$ cat src/design/fpl_pkg.sv
`timescale 1ns / 1ps
`default_nettype none

package fpl_pkg;

    localparam int unsigned MAX_REPLY_BYTES = 32;
    localparam int unsigned DLEN_W          = $clog2(MAX_REPLY_BYTES + 1);

    localparam logic [7:0] SYNC_HI     = 8'hEF;
    localparam logic [7:0] SYNC_LO     = 8'h01;
    localparam logic [7:0] PID_COMMAND = 8'h01;
    localparam logic [7:0] CODE_NOREPLY = 8'hFF;
    localparam logic [7:0] CODE_BADHDR  = 8'hFE;
    localparam logic [15:0] TIMEOUT_RESET = 16'd500;
    localparam logic [31:0] ADDR_RESET    = 32'hFFFF_FFFF;
    localparam logic [3:0]  HDR_BYTES     = 4'd9;

    // word positions inside an outgoing command frame and inside a reply job
    localparam logic [3:0] IDX_FIRST  = 4'd0;
    localparam logic [3:0] IDX_CMD    = 4'd9;
    localparam logic [3:0] IDX_SUM_LO = 4'd11;
    localparam logic [3:0] IDX_DATA   = 4'd0;
    localparam logic [3:0] IDX_DONE   = 4'd1;

    typedef enum logic [0:0] {
        CFG_BYTE_TIMEOUT = 1'b0,
        CFG_DEVICE_ADDR  = 1'b1
    } cfg_index_t;

    typedef enum logic [1:0] {
        REQ_START = 2'd0,
        REQ_PARAM = 2'd1,
        REQ_RX    = 2'd2,
        REQ_TICK  = 2'd3
    } req_t;

    typedef enum logic [1:0] {
        KIND_TX   = 2'd0,
        KIND_DATA = 2'd1,
        KIND_DONE = 2'd2
    } out_kind_t;

    typedef enum logic [1:0] {
        ST_OK      = 2'd0,
        ST_NOREPLY = 2'd1,
        ST_BADHDR  = 2'd2
    } status_t;

    typedef enum logic [2:0] {
        PH_IDLE    = 3'd0,
        PH_PARAMS  = 3'd1,
        PH_HEADER  = 3'd2,
        PH_CONFIRM = 3'd3,
        PH_BODY    = 3'd4
    } phase_t;

    typedef enum logic [0:0] {
        JOB_FRAME = 1'b0,
        JOB_REPLY = 1'b1
    } job_kind_t;

    typedef struct packed {
        logic [1:0] req_type;
        logic [7:0] in_byte;
        logic [7:0] param_count;
    } in_item_t;

    typedef struct packed {
        logic [1:0] out_kind;
        logic [7:0] out_byte;
        logic [1:0] status;
        logic       last;
    } out_item_t;

    // one queued unit of work for the back end
    typedef struct packed {
        job_kind_t   kind;
        logic [3:0]  first_idx;
        logic        chk;       // frame: append checksum
        logic        done_en;   // reply: emit done word
        logic [7:0]  data;
        logic [7:0]  code;
        logic [1:0]  status;
        logic [8:0]  plen;
        logic [15:0] sum;
    } job_t;

endpackage

`default_nettype wire

$ cat src/design/fpl_front.sv
`timescale 1ns / 1ps
`default_nettype none

module fpl_front (
    input  wire logic             aclk,
    input  wire logic             aresetn,
    input  wire logic             s_valid,
    output logic                  s_ready,
    input  wire fpl_pkg::in_item_t s_item,
    input  wire logic [15:0]      byte_timeout,
    input  wire logic             q_full,
    output logic                  push,
    output fpl_pkg::job_t         push_job
);
    import fpl_pkg::*;

    phase_t      phase_reg, phase_next;
    logic [15:0] byte_count_reg, byte_count_next;
    logic [15:0] sum_reg, sum_next;
    logic [7:0]  params_left_reg, params_left_next;
    logic [15:0] reply_length_reg, reply_length_next;
    logic [7:0]  confirm_reg, confirm_next;
    logic        header_ok_reg, header_ok_next;
    logic [15:0] wait_reg, wait_next;

    logic              accept;
    logic [1:0]        req;
    logic [7:0]        b;
    logic [7:0]        cnt;
    logic [8:0]        plen;
    logic [15:0]       start_sum;
    logic [15:0]       param_sum;
    logic [7:0]        params_dec;
    logic [15:0]       bc_inc;
    logic [15:0]       wait_inc;
    logic              timed_out;
    logic              hdr_ok_now;
    logic              hdr_end;
    logic [15:0]       rl_minus3;
    logic [DLEN_W-1:0] data_limit;
    logic              in_data;
    logic              body_end;
    logic              confirm_short;
    logic              awaiting;

    assign s_ready = !q_full;
    assign accept  = s_valid && !q_full;
    assign req     = s_item.req_type;
    assign b       = s_item.in_byte;
    assign cnt     = s_item.param_count;

    assign plen       = {1'b0, cnt} + 9'd3;
    assign start_sum  = 16'd1 + {15'd0, plen[8]} + {8'd0, plen[7:0]} + {8'd0, b};
    assign param_sum  = sum_reg + {8'd0, b};
    assign params_dec = params_left_reg - 8'd1;
    assign bc_inc     = byte_count_reg + 16'd1;
    assign wait_inc   = wait_reg + 16'd1;
    assign timed_out  = (wait_inc == 16'd0) || (wait_inc >= byte_timeout);
    assign awaiting   = phase_reg inside {PH_HEADER, PH_CONFIRM, PH_BODY};

    assign hdr_ok_now = header_ok_reg
                      && !((byte_count_reg == 16'd0) && (b != SYNC_HI))
                      && !((byte_count_reg == 16'd1) && (b != SYNC_LO));
    assign hdr_end    = bc_inc >= {12'd0, HDR_BYTES};

    // data bytes passed on: length-3 clamped, none when length is below three
    assign rl_minus3 = reply_length_reg - 16'd3;
    always_comb begin
        if (reply_length_reg < 16'd3) begin
            data_limit = '0;
        end else if (rl_minus3 > 16'(MAX_REPLY_BYTES)) begin
            data_limit = DLEN_W'(MAX_REPLY_BYTES);
        end else begin
            data_limit = rl_minus3[DLEN_W-1:0];
        end
    end

    assign in_data       = byte_count_reg < {{(16 - DLEN_W){1'b0}}, data_limit};
    assign body_end      = bc_inc >= (reply_length_reg - 16'd1);
    assign confirm_short = reply_length_reg <= 16'd1;

    // next state
    always_comb begin
        phase_next        = phase_reg;
        byte_count_next   = byte_count_reg;
        sum_next          = sum_reg;
        params_left_next  = params_left_reg;
        reply_length_next = reply_length_reg;
        confirm_next      = confirm_reg;
        header_ok_next    = header_ok_reg;
        wait_next         = wait_reg;
        if (accept) begin
            case (req)
                REQ_START: begin
                    sum_next          = start_sum;
                    params_left_next  = cnt;
                    reply_length_next = '0;
                    confirm_next      = '0;
                    byte_count_next   = '0;
                    wait_next         = '0;
                    header_ok_next    = 1'b1;
                    phase_next        = (cnt == 8'd0) ? PH_HEADER : PH_PARAMS;
                end
                REQ_PARAM: begin
                    if (phase_reg == PH_PARAMS) begin
                        sum_next         = param_sum;
                        params_left_next = params_dec;
                        if (params_dec == 8'd0) begin
                            phase_next      = PH_HEADER;
                            byte_count_next = '0;
                            wait_next       = '0;
                            header_ok_next  = 1'b1;
                        end
                    end
                end
                REQ_RX: begin
                    case (phase_reg)
                        PH_HEADER: begin
                            wait_next       = '0;
                            header_ok_next  = hdr_ok_now;
                            byte_count_next = bc_inc;
                            if (byte_count_reg == 16'd7) begin
                                reply_length_next = {b, reply_length_reg[7:0]};
                            end
                            if (byte_count_reg == 16'd8) begin
                                reply_length_next = {reply_length_reg[15:8], b};
                            end
                            if (hdr_end) begin
                                byte_count_next = '0;
                                phase_next      = hdr_ok_now ? PH_CONFIRM : PH_IDLE;
                            end
                        end
                        PH_CONFIRM: begin
                            wait_next       = '0;
                            confirm_next    = b;
                            byte_count_next = '0;
                            phase_next      = confirm_short ? PH_IDLE : PH_BODY;
                        end
                        PH_BODY: begin
                            wait_next       = '0;
                            byte_count_next = bc_inc;
                            if (body_end) begin
                                phase_next      = PH_IDLE;
                                byte_count_next = '0;
                            end
                        end
                        default: begin
                            // receiver flushed outside a reply
                        end
                    endcase
                end
                REQ_TICK: begin
                    if (awaiting) begin
                        wait_next = wait_inc;
                        if (timed_out) begin
                            phase_next      = PH_IDLE;
                            byte_count_next = '0;
                            wait_next       = '0;
                        end
                    end
                end
                default: begin
                end
            endcase
        end
    end

    // work handed to the back end
    always_comb begin
        push     = 1'b0;
        push_job = '0;
        if (accept) begin
            case (req)
                REQ_START: begin
                    push               = 1'b1;
                    push_job.kind      = JOB_FRAME;
                    push_job.first_idx = IDX_FIRST;
                    push_job.chk       = (cnt == 8'd0);
                    push_job.data      = b;
                    push_job.plen      = plen;
                    push_job.sum       = start_sum;
                end
                REQ_PARAM: begin
                    if (phase_reg == PH_PARAMS) begin
                        push               = 1'b1;
                        push_job.kind      = JOB_FRAME;
                        push_job.first_idx = IDX_CMD;
                        push_job.chk       = (params_dec == 8'd0);
                        push_job.data      = b;
                        push_job.sum       = param_sum;
                    end
                end
                REQ_RX: begin
                    push_job.kind      = JOB_REPLY;
                    push_job.first_idx = IDX_DONE;
                    push_job.done_en   = 1'b1;
                    push_job.data      = b;
                    push_job.status    = ST_OK;
                    case (phase_reg)
                        PH_HEADER: begin
                            push            = hdr_end && !hdr_ok_now;
                            push_job.code   = CODE_BADHDR;
                            push_job.status = ST_BADHDR;
                        end
                        PH_CONFIRM: begin
                            push          = confirm_short;
                            push_job.code = b;
                        end
                        PH_BODY: begin
                            push               = in_data || body_end;
                            push_job.first_idx = in_data ? IDX_DATA : IDX_DONE;
                            push_job.done_en   = body_end;
                            push_job.code      = confirm_reg;
                        end
                        default: begin
                        end
                    endcase
                end
                REQ_TICK: begin
                    push               = awaiting && timed_out;
                    push_job.kind      = JOB_REPLY;
                    push_job.first_idx = IDX_DONE;
                    push_job.done_en   = 1'b1;
                    if (phase_reg == PH_BODY) begin
                        push_job.code   = confirm_reg;
                        push_job.status = ST_OK;
                    end else begin
                        push_job.code   = CODE_NOREPLY;
                        push_job.status = ST_NOREPLY;
                    end
                end
                default: begin
                end
            endcase
        end
    end

    always_ff @(posedge aclk) begin
        if (!aresetn) begin
            phase_reg        <= PH_IDLE;
            byte_count_reg   <= '0;
            sum_reg          <= '0;
            params_left_reg  <= '0;
            reply_length_reg <= '0;
            confirm_reg      <= '0;
            header_ok_reg    <= 1'b1;
            wait_reg         <= '0;
        end else begin
            phase_reg        <= phase_next;
            byte_count_reg   <= byte_count_next;
            sum_reg          <= sum_next;
            params_left_reg  <= params_left_next;
            reply_length_reg <= reply_length_next;
            confirm_reg      <= confirm_next;
            header_ok_reg    <= header_ok_next;
            wait_reg         <= wait_next;
        end
    end

endmodule

`default_nettype wire

$ cat src/design/fpl_queue.sv
`timescale 1ns / 1ps
`default_nettype none

module fpl_queue (
    input  wire logic          aclk,
    input  wire logic          aresetn,
    input  wire logic          push,
    input  wire fpl_pkg::job_t push_job,
    output logic               full,
    input  wire logic          pop,
    output logic               q_valid,
    output fpl_pkg::job_t      q_job
);
    import fpl_pkg::*;

    job_t       entry_reg [2];
    logic [1:0] count_reg, count_next;
    logic       wr_ptr_reg, rd_ptr_reg;

    assign full    = count_reg == 2'd2;
    assign q_valid = count_reg != 2'd0;
    assign q_job   = entry_reg[rd_ptr_reg];

    always_comb begin
        count_next = count_reg;
        if (push && !pop) begin
            count_next = count_reg + 2'd1;
        end else if (pop && !push) begin
            count_next = count_reg - 2'd1;
        end
    end

    always_ff @(posedge aclk) begin
        if (!aresetn) begin
            count_reg  <= '0;
            wr_ptr_reg <= 1'b0;
            rd_ptr_reg <= 1'b0;
        end else begin
            count_reg <= count_next;
            if (push) begin
                wr_ptr_reg <= !wr_ptr_reg;
            end
            if (pop) begin
                rd_ptr_reg <= !rd_ptr_reg;
            end
        end
    end

    always_ff @(posedge aclk) begin
        if (push) begin
            entry_reg[wr_ptr_reg] <= push_job;
        end
    end

    assert property (@(posedge aclk) disable iff (!aresetn) count_reg != 2'd3)
        else $error("queue count out of range");

    assert property (@(posedge aclk) disable iff (!aresetn) push |-> !full)
        else $error("queue written while full");

    assert property (@(posedge aclk) disable iff (!aresetn) pop |-> q_valid)
        else $error("queue read while empty");

    assert property (@(posedge aclk) disable iff (!aresetn)
        (push && !pop && count_reg == 2'd1) |=> full)
        else $error("queue failed to fill");

endmodule

`default_nettype wire

$ cat src/design/fpl_back.sv
`timescale 1ns / 1ps
`default_nettype none

module fpl_back (
    input  wire logic          aclk,
    input  wire logic          aresetn,
    input  wire logic          q_valid,
    input  wire fpl_pkg::job_t q_job,
    output logic               pop,
    input  wire logic [31:0]   device_address,
    output logic               m_valid,
    input  wire logic          m_ready,
    output fpl_pkg::out_item_t m_item
);
    import fpl_pkg::*;

    job_t      cur_reg, cur_next;
    logic      cur_valid_reg, cur_valid_next;
    logic [3:0] idx_reg, idx_next;
    out_item_t m_item_reg, m_item_next;
    logic      m_valid_reg, m_valid_next;

    out_item_t word;
    logic      out_free;
    logic      advance;
    logic      cur_done;

    assign out_free = !m_valid_reg || m_ready;
    assign advance  = cur_valid_reg && out_free;

    // word at the current position of the job
    always_comb begin
        word          = '0;
        word.out_kind = KIND_TX;
        word.status   = ST_OK;
        if (cur_reg.kind == JOB_FRAME) begin
            case (idx_reg)
                4'd0:    word.out_byte = SYNC_HI;
                4'd1:    word.out_byte = SYNC_LO;
                4'd2:    word.out_byte = device_address[31:24];
                4'd3:    word.out_byte = device_address[23:16];
                4'd4:    word.out_byte = device_address[15:8];
                4'd5:    word.out_byte = device_address[7:0];
                4'd6:    word.out_byte = PID_COMMAND;
                4'd7:    word.out_byte = {7'd0, cur_reg.plen[8]};
                4'd8:    word.out_byte = cur_reg.plen[7:0];
                4'd9:    word.out_byte = cur_reg.data;
                4'd10:   word.out_byte = cur_reg.sum[15:8];
                4'd11:   word.out_byte = cur_reg.sum[7:0];
                default: word.out_byte = '0;
            endcase
            word.last = (idx_reg == IDX_SUM_LO) || (idx_reg == IDX_CMD && !cur_reg.chk);
        end else begin
            if (idx_reg == IDX_DATA) begin
                word.out_kind = KIND_DATA;
                word.out_byte = cur_reg.data;
                word.last     = !cur_reg.done_en;
            end else begin
                word.out_kind = KIND_DONE;
                word.out_byte = cur_reg.code;
                word.status   = cur_reg.status;
                word.last     = 1'b1;
            end
        end
    end

    assign cur_done = !cur_valid_reg || (advance && word.last);
    assign pop      = cur_done && q_valid;

    always_comb begin
        cur_next       = cur_reg;
        cur_valid_next = cur_valid_reg;
        idx_next       = idx_reg;
        if (pop) begin
            cur_next       = q_job;
            cur_valid_next = 1'b1;
            idx_next       = q_job.first_idx;
        end else if (cur_done) begin
            cur_valid_next = 1'b0;
        end else if (advance) begin
            idx_next = idx_reg + 4'd1;
        end
    end

    // output register holds a word until m_ready takes it; the job stalls while it waits
    always_comb begin
        m_item_next  = m_item_reg;
        m_valid_next = m_valid_reg;
        if (advance) begin
            m_item_next  = word;
            m_valid_next = 1'b1;
        end else if (m_ready) begin
            m_valid_next = 1'b0;
        end
    end

    assign m_valid = m_valid_reg;
    assign m_item  = m_item_reg;

    always_ff @(posedge aclk) begin
        if (!aresetn) begin
            cur_valid_reg <= 1'b0;
            m_valid_reg   <= 1'b0;
            idx_reg       <= '0;
        end else begin
            cur_valid_reg <= cur_valid_next;
            m_valid_reg   <= m_valid_next;
            idx_reg       <= idx_next;
        end
    end

    always_ff @(posedge aclk) begin
        cur_reg    <= cur_next;
        m_item_reg <= m_item_next;
    end

endmodule

`default_nettype wire

$ cat src/design/fingerprint_packet_link.sv
// Command/response framer for a serial fingerprint sensor module.
// s_ channel (valid/ready) carries one word per request: start command, parameter
// byte, received byte or one-millisecond tick. m_ channel (valid/ready) carries the
// results: bytes to transmit, reply data bytes and a done word with status.
// cfg_ channel writes the per-byte timeout (index 0) and device address (index 1);
// it is always ready; writing it only while the link is quiet is left to the user.
// A front end updates the link state in the cycle a word is accepted and queues
// the work; a two-entry queue feeds a back end that emits one result per cycle
// into an output register while m_ready does not stall it.
// The first result of a word passes the queue entry, the back end's current-job
// register and the output register. A start gives 10 or 12 result words, a
// parameter byte 1 or 3, and a received byte or tick at most 2.
// Requests that give no result (most ticks and received bytes) queue nothing.
// When m_ready is low the output register holds, the queue fills and s_ready
// drops after two queued jobs. Reset clears the link to idle, the timeout to
// 500 ms and the address to all ones, and empties the queue.
`timescale 1ns / 1ps
`default_nettype none

module fingerprint_packet_link (
    input  wire logic               aclk,
    input  wire logic               aresetn,
    input  wire logic               s_valid,
    output logic                    s_ready,
    input  wire fpl_pkg::in_item_t  s_item,
    output logic                    m_valid,
    input  wire logic               m_ready,
    output fpl_pkg::out_item_t      m_item,
    input  wire logic               cfg_valid,
    output logic                    cfg_ready,
    input  wire logic [0:0]         cfg_index,
    input  wire logic [31:0]        cfg_data
);
    import fpl_pkg::*;

    logic [15:0] timeout_reg;
    logic [31:0] address_reg;

    logic q_full;
    logic push;
    job_t push_job;
    logic pop;
    logic q_valid;
    job_t q_job;

    assign cfg_ready = 1'b1;

    always_ff @(posedge aclk) begin
        if (!aresetn) begin
            timeout_reg <= TIMEOUT_RESET;
            address_reg <= ADDR_RESET;
        end else if (cfg_valid) begin
            case (cfg_index)
                CFG_BYTE_TIMEOUT: timeout_reg <= cfg_data[15:0];
                CFG_DEVICE_ADDR:  address_reg <= cfg_data;
                default: begin
                end
            endcase
        end
    end

    fpl_front u_front (
        .aclk         (aclk),
        .aresetn      (aresetn),
        .s_valid      (s_valid),
        .s_ready      (s_ready),
        .s_item       (s_item),
        .byte_timeout (timeout_reg),
        .q_full       (q_full),
        .push         (push),
        .push_job     (push_job)
    );

    fpl_queue u_queue (
        .aclk     (aclk),
        .aresetn  (aresetn),
        .push     (push),
        .push_job (push_job),
        .full     (q_full),
        .pop      (pop),
        .q_valid  (q_valid),
        .q_job    (q_job)
    );

    fpl_back u_back (
        .aclk           (aclk),
        .aresetn        (aresetn),
        .q_valid        (q_valid),
        .q_job          (q_job),
        .pop            (pop),
        .device_address (address_reg),
        .m_valid        (m_valid),
        .m_ready        (m_ready),
        .m_item         (m_item)
    );

endmodule

`default_nettype wire

$ cat config.mk
export PLATFORM = sky130hd
export DESIGN_NAME = fingerprint_packet_link
export DESIGN_NICKNAME = d
export VERILOG_FILES = /design/src/design/fpl_pkg.sv /design/src/design/fpl_front.sv /design/src/design/fpl_queue.sv /design/src/design/fpl_back.sv /design/src/design/fingerprint_packet_link.sv
export SDC_FILE = /design/constraint.sdc
export NUM_CORES = 1
export LEC_CHECK = 0
export BUFFER_PORTS_ARGS = -buffer_cell sky130_fd_sc_hd__buf_2
export CORE_MARGIN = 2
export CORE_UTILIZATION = 50
export CTS_CLUSTER_SIZE = 12
export DETAILED_ROUTE_END_ITERATION = 10
export GPL_ROUTABILITY_DRIVEN = 0
export PLACE_DENSITY = 0.74
export SYNTH_ARGS = -nofsm -noshare
export SYNTH_HDL_FRONTEND = slang
export SYNTH_SLANG_ARGS = --single-unit
$ cat constraint.sdc
create_clock -name aclk -period 11.14 [get_ports aclk]
set_input_delay 1.671 -clock aclk [delete_from_list [all_inputs] [get_ports aclk]]
set_output_delay 1.671 -clock aclk [all_outputs]
set_load 0.02 [all_outputs]
# Word-level counts from Yosys, hierarchy flattened
# Memories as Yosys holds them, arrays and structs flattened. A register that Yosys moved wholly into a read port is not among the register bits.
# Index checks and enable logic that the tools add are counted.
[word_totals]
regBits = 201
out_inout_bits = 16
input_bits = 56
memories = 1
ram_bits = 100
[memory_table]
columns = ["name", "words", "width", "read_ports", "rd_ports_with_merged_regs", "write_ports", "line_no", "text"]
rows = [
  ["u_queue.entry_reg", 2, 50, 1, 1, 1, "fpl_queue.sv:16", "job_t entry_reg [2];"],
]
[op_classes]
muxes = 78
reduce_logical = 60
n_addsub = 13
magnitude_cmp = 7
eq_ne = 38
bitwise = 2
[op_table]
columns = ["cell", "n"]
rows = [
  ["16-bit 2-to-1 mux", 14],
  ["16-bit case mux with 4 select lines", 2],
  ["16-bit case mux with 2 select lines", 3],
  ["8-bit case mux with 11 select lines", 1],
  ["50-bit 2-to-1 mux", 1],
  ["16-bit by 8-bit adder with 16-bit output", 3],
  ["16-bit case mux with 3 select lines", 1],
  ["8-bit case mux with 2 select lines", 3],
  ["16-bit by 1-bit adder with 16-bit output, second input constant", 2],
  ["16-bit greater-or-equal comparator", 2],
  ["16-bit logical NOT", 2],
  ["8-bit 2-to-1 mux", 4],
  ["8-bit case mux with 3 select lines", 1],
  ["3-bit 2-to-1 mux", 7],
  ["10-bit 2-to-1 mux", 2],
  ["10-bit case mux with 2 select lines", 1],
  ["5-bit case mux with 4 select lines", 1],
  ["1-bit 2-to-1 mux", 17],
  ["16-bit by 1-bit equality test with 1-bit output, second input constant", 1],
  ["16-bit by 3-bit equality test with 1-bit output, second input constant", 1],
  ["16-bit by 4-bit equality test with 1-bit output, second input constant", 1],
  ["4-bit by 3-bit equality test with 1-bit output, second input constant", 4],
  ["4-bit equality test, second input constant", 4],
  ["16-bit by 4-bit greater-or-equal comparator with 1-bit output, second input constant", 1],
  ["52 further kinds", 119],
]

# Longest topological paths before layout
[logic_depth]
depth_word = 14
depth_mapped = 19
depth_no_buf = 18

# By module
# A second synthesis with hierarchy kept.
[hier_totals]
hier_cells = 1656
area_unflattened_um2 = 16488.3
[by_module_without_submodules]
columns = ["module", "n_inst", "area_per_inst_um2", "cells_per_inst"]
rows = [
  ["fpl_front", 1, 7676.1, 1040],
  ["fpl_queue", 1, 3829.9, 178],
  ["fpl_back", 1, 2909.0, 222],
  ["fingerprint_packet_link", 1, 2073.2, 216],
]

# Least setup slack after synthesis
# Ideal clock, no wire load.
[synth_timing]
path_kind = "register to register"
from = "reg u_front.reply_length_reg[3]"
to = "mem u_queue.entry_reg[0][0] in the netlist's numbering (enable)"
path_slack_ns = 5.290
setup_ns = 0.459
stages_incl_launch_ff = 15
period_less_slack_ns = 5.850
n_path_buf = 1
arrival_ns = 5.390
cell_sequence = "dfxtp_1 clkbuf_1 or4_1 nor3_1 nand2_1 or4_1 xor2_1 ha_1 and2_0 nand4_1 o31ai_1 nand2_1 a311oi_1 or3_1 nor2b_1"
[synth_via]
elab_chain_len = 11
elab_cells_between_ends = 15
cone_classes = "2 x add/sub; 5 x order compare; 7 x mux; 1 x reduce/logical"
[synth_rtl]
columns = ["element", "line_no", "text"]
rows = [
  ["start, declared", "fpl_front.sv:21", "logic [15:0] reply_length_reg, reply_length_next;"],
  ["start signal, assigned", "fpl_front.sv:253", "reply_length_reg <= reply_length_next;"],
  ["16-bit by 2-bit subtractor with 16-bit output", "fpl_front.sv:67", "assign rl_minus3 = reply_length_reg - 16'd3;"],
  ["16-bit by 6-bit > comparator with 1-bit output", "fpl_front.sv:71", "end else if (rl_minus3 > 16'(MAX_REPLY_BYTES)) begin"],
  ["6-bit 2-to-1 mux", "fpl_front.sv:71", ""],
  ["6-bit 2-to-1 mux", "fpl_front.sv:69", "if (reply_length_reg < 16'd3) begin"],
  ["16-bit by 6-bit less-than comparator with 1-bit output", "fpl_front.sv:78", "assign in_data = byte_count_reg < {{(16 - DLEN_W){1'b0}}, data_limit};"],
  ["1-bit logical OR", "fpl_front.sv:210", "push = in_data || body_end;"],
  ["1-bit case mux with 3 select lines *", "fpl_front.sv:199", "case (phase_reg)"],
  ["1-bit case mux with 4 select lines *", "fpl_front.sv:173", "case (req)"],
  ["1-bit 2-to-1 mux *", "fpl_front.sv:172", "if (accept) begin"],
  ["1-bit 2-to-1 mux *", "fpl_queue.sv:50", "if (push) begin"],
  ["1-bit 2-to-1 mux (not written as such) *", "fpl_queue.sv:51", "entry_reg[wr_ptr_reg] <= push_job;"],
  ["end, declared", "fpl_queue.sv:16", ""],
]
# Mark *: on every way between the ends. The rest lies on a longest branch, timed or not.

# Final worst setup path
[layout_timing]
from = "reg u_front.reply_length_reg[2]"
to = "reg u_queue.count_reg[1]"
[layout_via]
elab_chain_len = 12
elab_cells_between_ends = 18
cone_classes = "2 x add/sub; 5 x order compare; 6 x mux; 5 x reduce/logical"
[layout_rtl]
columns = ["element", "line_no", "text"]
rows = [
  ["16-bit by 2-bit subtractor with 16-bit output", "fpl_front.sv:67", ""],
  ["16-bit by 6-bit > comparator with 1-bit output", "fpl_front.sv:71", ""],
  ["6-bit 2-to-1 mux", "fpl_front.sv:71", ""],
  ["6-bit 2-to-1 mux", "fpl_front.sv:69", ""],
  ["16-bit by 6-bit less-than comparator with 1-bit output", "fpl_front.sv:78", ""],
  ["1-bit logical OR", "fpl_front.sv:210", ""],
  ["1-bit case mux with 3 select lines *", "fpl_front.sv:199", ""],
  ["1-bit case mux with 4 select lines *", "fpl_front.sv:173", ""],
  ["1-bit 2-to-1 mux *", "fpl_front.sv:172", ""],
  ["1-bit logical NOT", "fpl_queue.sv:28", "end else if (pop && !push) begin"],
  ["1-bit logical AND", "fpl_queue.sv:28", ""],
  ["2-bit nonzero test (no source line)", "-", ""],
  ["end signal, assigned", "fpl_queue.sv:39", "count_reg <= count_next;"],
  ["end, declared", "fpl_queue.sv:17", "logic [1:0] count_reg, count_next;"],
]
# Marks and branches as above.
# A chain may end at the register's enable or synchronous reset.

==> summary.txt <==
Global routing
  – Largest net degree at the start of global routing: 67
  – Global-route wire length before repair: 62590 um
  – Initial antenna violation count: 0
  – Global route overflow: 0
  – Vias in the first global route: 11820
  – All-layer global routing usage: 0.2327

Setup path
  – WP buf/inv: 0
  – Crit end category: flip-flop
  – Worst endpoint required time: 11.64 ns
  – Setup Crit Path Kind: flip-flop to flip-flop
  – Worst-path maximum fanout: 11
  – Worst r2r src: u_front.reply_length_reg[2]
  – Largest delay share family, worst path: simple AND/OR/NAND/NOR gates
  – Critical Path Start Type: flip-flop
  – R2r setup slk: 6.23 ns
  – CP max-delay cell: or4_1
  – Crit-path cells: or4_1 > nor3_1 > nand2_1 > or4_1 > xor2_1 > ha_1 > and2_0 > a221o_1 > a221oi_1 > o31ai_1 > nand2_1 > a311oi_1 > or3_1 > ha_1 > or3_1 > a21oi_1
  – CP Launch Point: u_front.reply_length_reg[2]
  – Max stage delay on crit path: 0.61 ns
  – CP Data Arrival Time: 5.42 ns

Pwr
  – Leakage power: 6.823 nW
  – PwrDens: 179.2 nW/um^2
  – Maximum vdd drop: 0.0001479 V

Logic synthesis
  – Yosys reg bits: 298
  – Yosys cell types: 85
  – Sequential-to-total area share from yosys stat: 0.4740
  – Avg Cell Area, Syn: 9.611 sq um
  – Syn nets: 1783
  – Share of flip-flops with an asynchronous set or reset: 0
  – Ys flop type: edfxtp_1
  – Mapped cell area: 15860 sq um
  – Cell count after synthesis: 1650
  – Number of synthesized flops with an enable pin: 155
  – Ys Warns: 0

Timing
  – Period utilization: 0.4412
  – Final Hold Viols: 0
  – Final min period: 4.915 ns
  – Finish-stage setup viols: 0
  – Fmax: 203.5 MHz
  – Post-Route Setup TNS: 0 ns
  – Skew final: 0.02717 ns
  – Slew margin rel.: 0.2040
  – RSZ-0062 raised after global routing: false
  – Worst slew pin tran: 1.194 ns
  – Final Max Tran Viols: 0

Final layout
  – Max reg flops: 96
  – Most frequent cells in the layout: nand2_1, edfxtp_1, dfxtp_1
  – Area growth syn-to-layout: 9.562%
  – Fillers: 2658
  – Final #Nets: 1791
  – Leading cell type in the layout, fill and taps excluded: nand2_1
  – Fraction of layout cells with a size suffix above 1: 0.1117
  – # diodes: 0
  – Final std cells w/o fill: 2085

Clock tree
  – CTS Hold Bufs: 0
  – Post-cts sizing count: 0
  – Clock sink count: 298
  – Clock transition at the registers of the reported paths: 0.06 ns
  – # Post-CTS Setup Buffers: 0
  – Clock Tree Buf Depth: 3
  – CTS tree: built
  – Clk_lat worst skew: 0.58 ns
  – H-Tree Depth: 1
  – CTS Buf Count: 31
  – Root buf cell: clkbuf_16

Floorplan
  – Starting Density: 0.5052
  – Core Box Area: 31390 sq um
  – I/O pin total: 72
  – Die H: 182.1 um
  – Row cnt: 65
  – Chip width: 182.1 um
  – Die area: 33160 sq um

Drt
  – Routed length per placed instance: 18.67 um
  – DR vias/cell: 5.951
  – Post-DRT Antenna Nets: 0
  – WL final: 38920 um
  – Routed vias: 12410
  – DRC Markers: 0
  – DRT iter0 DRCs: 1229
  – TritonRoute pass-1 iters: 5

Placement
  – Buffers on Ports: 70
  – Placed Cells: 2027
  – Post-DP HPWL: 27050 um

Min path
  – Hold_sp: timeout_reg[11]
  – Hold Crit Class: flip-flop to flip-flop

Outcome
  – Status: finished, final reports clean

Job
  – Max_cap viols: 0
cell families (layout without fill, tap and decap cells):
family                     Yosys count  count (layout)  synth area share
AOI/OAI and AO/OA                  315             315            0.1332
muxes                               52              52           0.03645
and+or+nand+nor                    643             643            0.1967
other                                1               1         0.0002365
xor gates and xnor gates            97              97           0.05357
buffers and inverters              166             199           0.04260
adders and majority gates           78              78           0.06327
DFF                                298             298            0.4740
synth_stat cells (7+ instances only):
| master | n | area share |
|---|---|---|
| nand2_1 | 205 | 0.049 |
| edfxtp_1 | 155 | 0.29 |
| dfxtp_1 | 143 | 0.18 |
| nor2_1 | 137 | 0.032 |
| a21oi_1 | 93 | 0.029 |
| nand3_1 | 76 | 0.024 |
| clkbuf_1 | 74 | 0.018 |
| ha_1 | 73 | 0.058 |
| inv_1 | 60 | 0.014 |
| xnor2_1 | 58 | 0.032 |
| mux2_2 | 46 | 0.033 |
| nor3_1 | 45 | 0.014 |
| o21ai_0 | 45 | 0.014 |
| xor2_1 | 39 | 0.022 |
| and3_1 | 35 | 0.014 |
| a31oi_1 | 27 | 0.011 |
| and2_1 | 19 | 0.0075 |
| nand2b_1 | 19 | 0.0075 |
| nor2b_1 | 18 | 0.0071 |
| a22oi_1 | 17 | 0.0080 |
| a211oi_1 | 15 | 0.0071 |
| a21o_1 | 15 | 0.0071 |
| nand4_1 | 15 | 0.0059 |
| o211ai_1 | 15 | 0.0071 |
| buf_1 | 12 | 0.0028 |
| buf_2 | 12 | 0.0038 |
| nor4_1 | 11 | 0.0043 |
| or3_1 | 11 | 0.0043 |
| or4_1 | 10 | 0.0047 |
| a22o_1 | 9 | 0.0050 |
| nor3b_1 | 8 | 0.0038 |
| o31ai_1 | 8 | 0.0038 |
| and4_1 | 7 | 0.0039 |
| o21a_1 | 7 | 0.0033 |
final cells by class:
class,count,area [sq um],area share
well taps,402,503.0,0.02895
flip-flops and latches,298,7518,0.4327
multi-input cells,1186,7675,0.4417
inverters,61,229.0,0.01318
clock buffers,51,927.1,0.05336
repair buffers,80,425.4,0.02448
clock inverters,7,97.59,0.005617
layer usage:
layer  share of wire  global-route usage  vias up
li1                -                   -     5948
met1            0.46              0.3358     5921
met2            0.45              0.3766      482
met3           0.065             0.02514       56
met4           0.022             0.05806        0
met5               0                   0        -
worst register-to-register path: stages, from the launching register on:
cell,delay [ns]
dfxtp_1,0.41
or4_1,0.61
nor3_1,0.28
nand2_1,0.16
or4_1,0.44
xor2_1,0.17
ha_1,0.30
and2_0,0.17
a221o_1,0.30
a221oi_1,0.32
o31ai_1,0.13
nand2_1,0.09
a311oi_1,0.14
or3_1,0.44
ha_1,0.34
or3_1,0.40
a21oi_1,0.16
worst paths after layout:
kind | end | cells after the start
worst min register to register | timeout_reg[11] | 2
worst max register to register | u_queue.count_reg[1] | 16
worst max-delay path | u_queue.count_reg[1] | 16
worst min-delay path | timeout_reg[11] | 2
report_power, final:
group | switching (mW) | total [mW] | internal [mW]
clock network | 0.427 | 1.04 | 0.614
registers | 0.106 | 1.44 | 1.33
logic | 0.398 | 0.635 | 0.236
total | 0.931 | 3.11 | 2.18
per-stage QoR:
stage / instance area, sq um / hold slack (ns) / setup WS [ns] / total power [mW] / utilization
2_1_floorplan: 15860 / 0.4363 / 5.290 / 1.881 / -
3_3_place_gp: 16350 / 0.4481 / 5.979 / 2.067 / 0.5208
3_5_place_dp: 16350 / 0.4517 / 5.862 / 2.086 / 0.5208
4_1_cts: 17380 / 0.4600 / 6.259 / 3.122 / 0.5535
5_1_grt: 17380 / 0.4813 / 5.885 / 3.245 / 0.5535
6_report: 17380 / 0.4589 / 6.225 / 3.114 / 0.5535
Note: power is estimated with default switching activity, not from simulation.
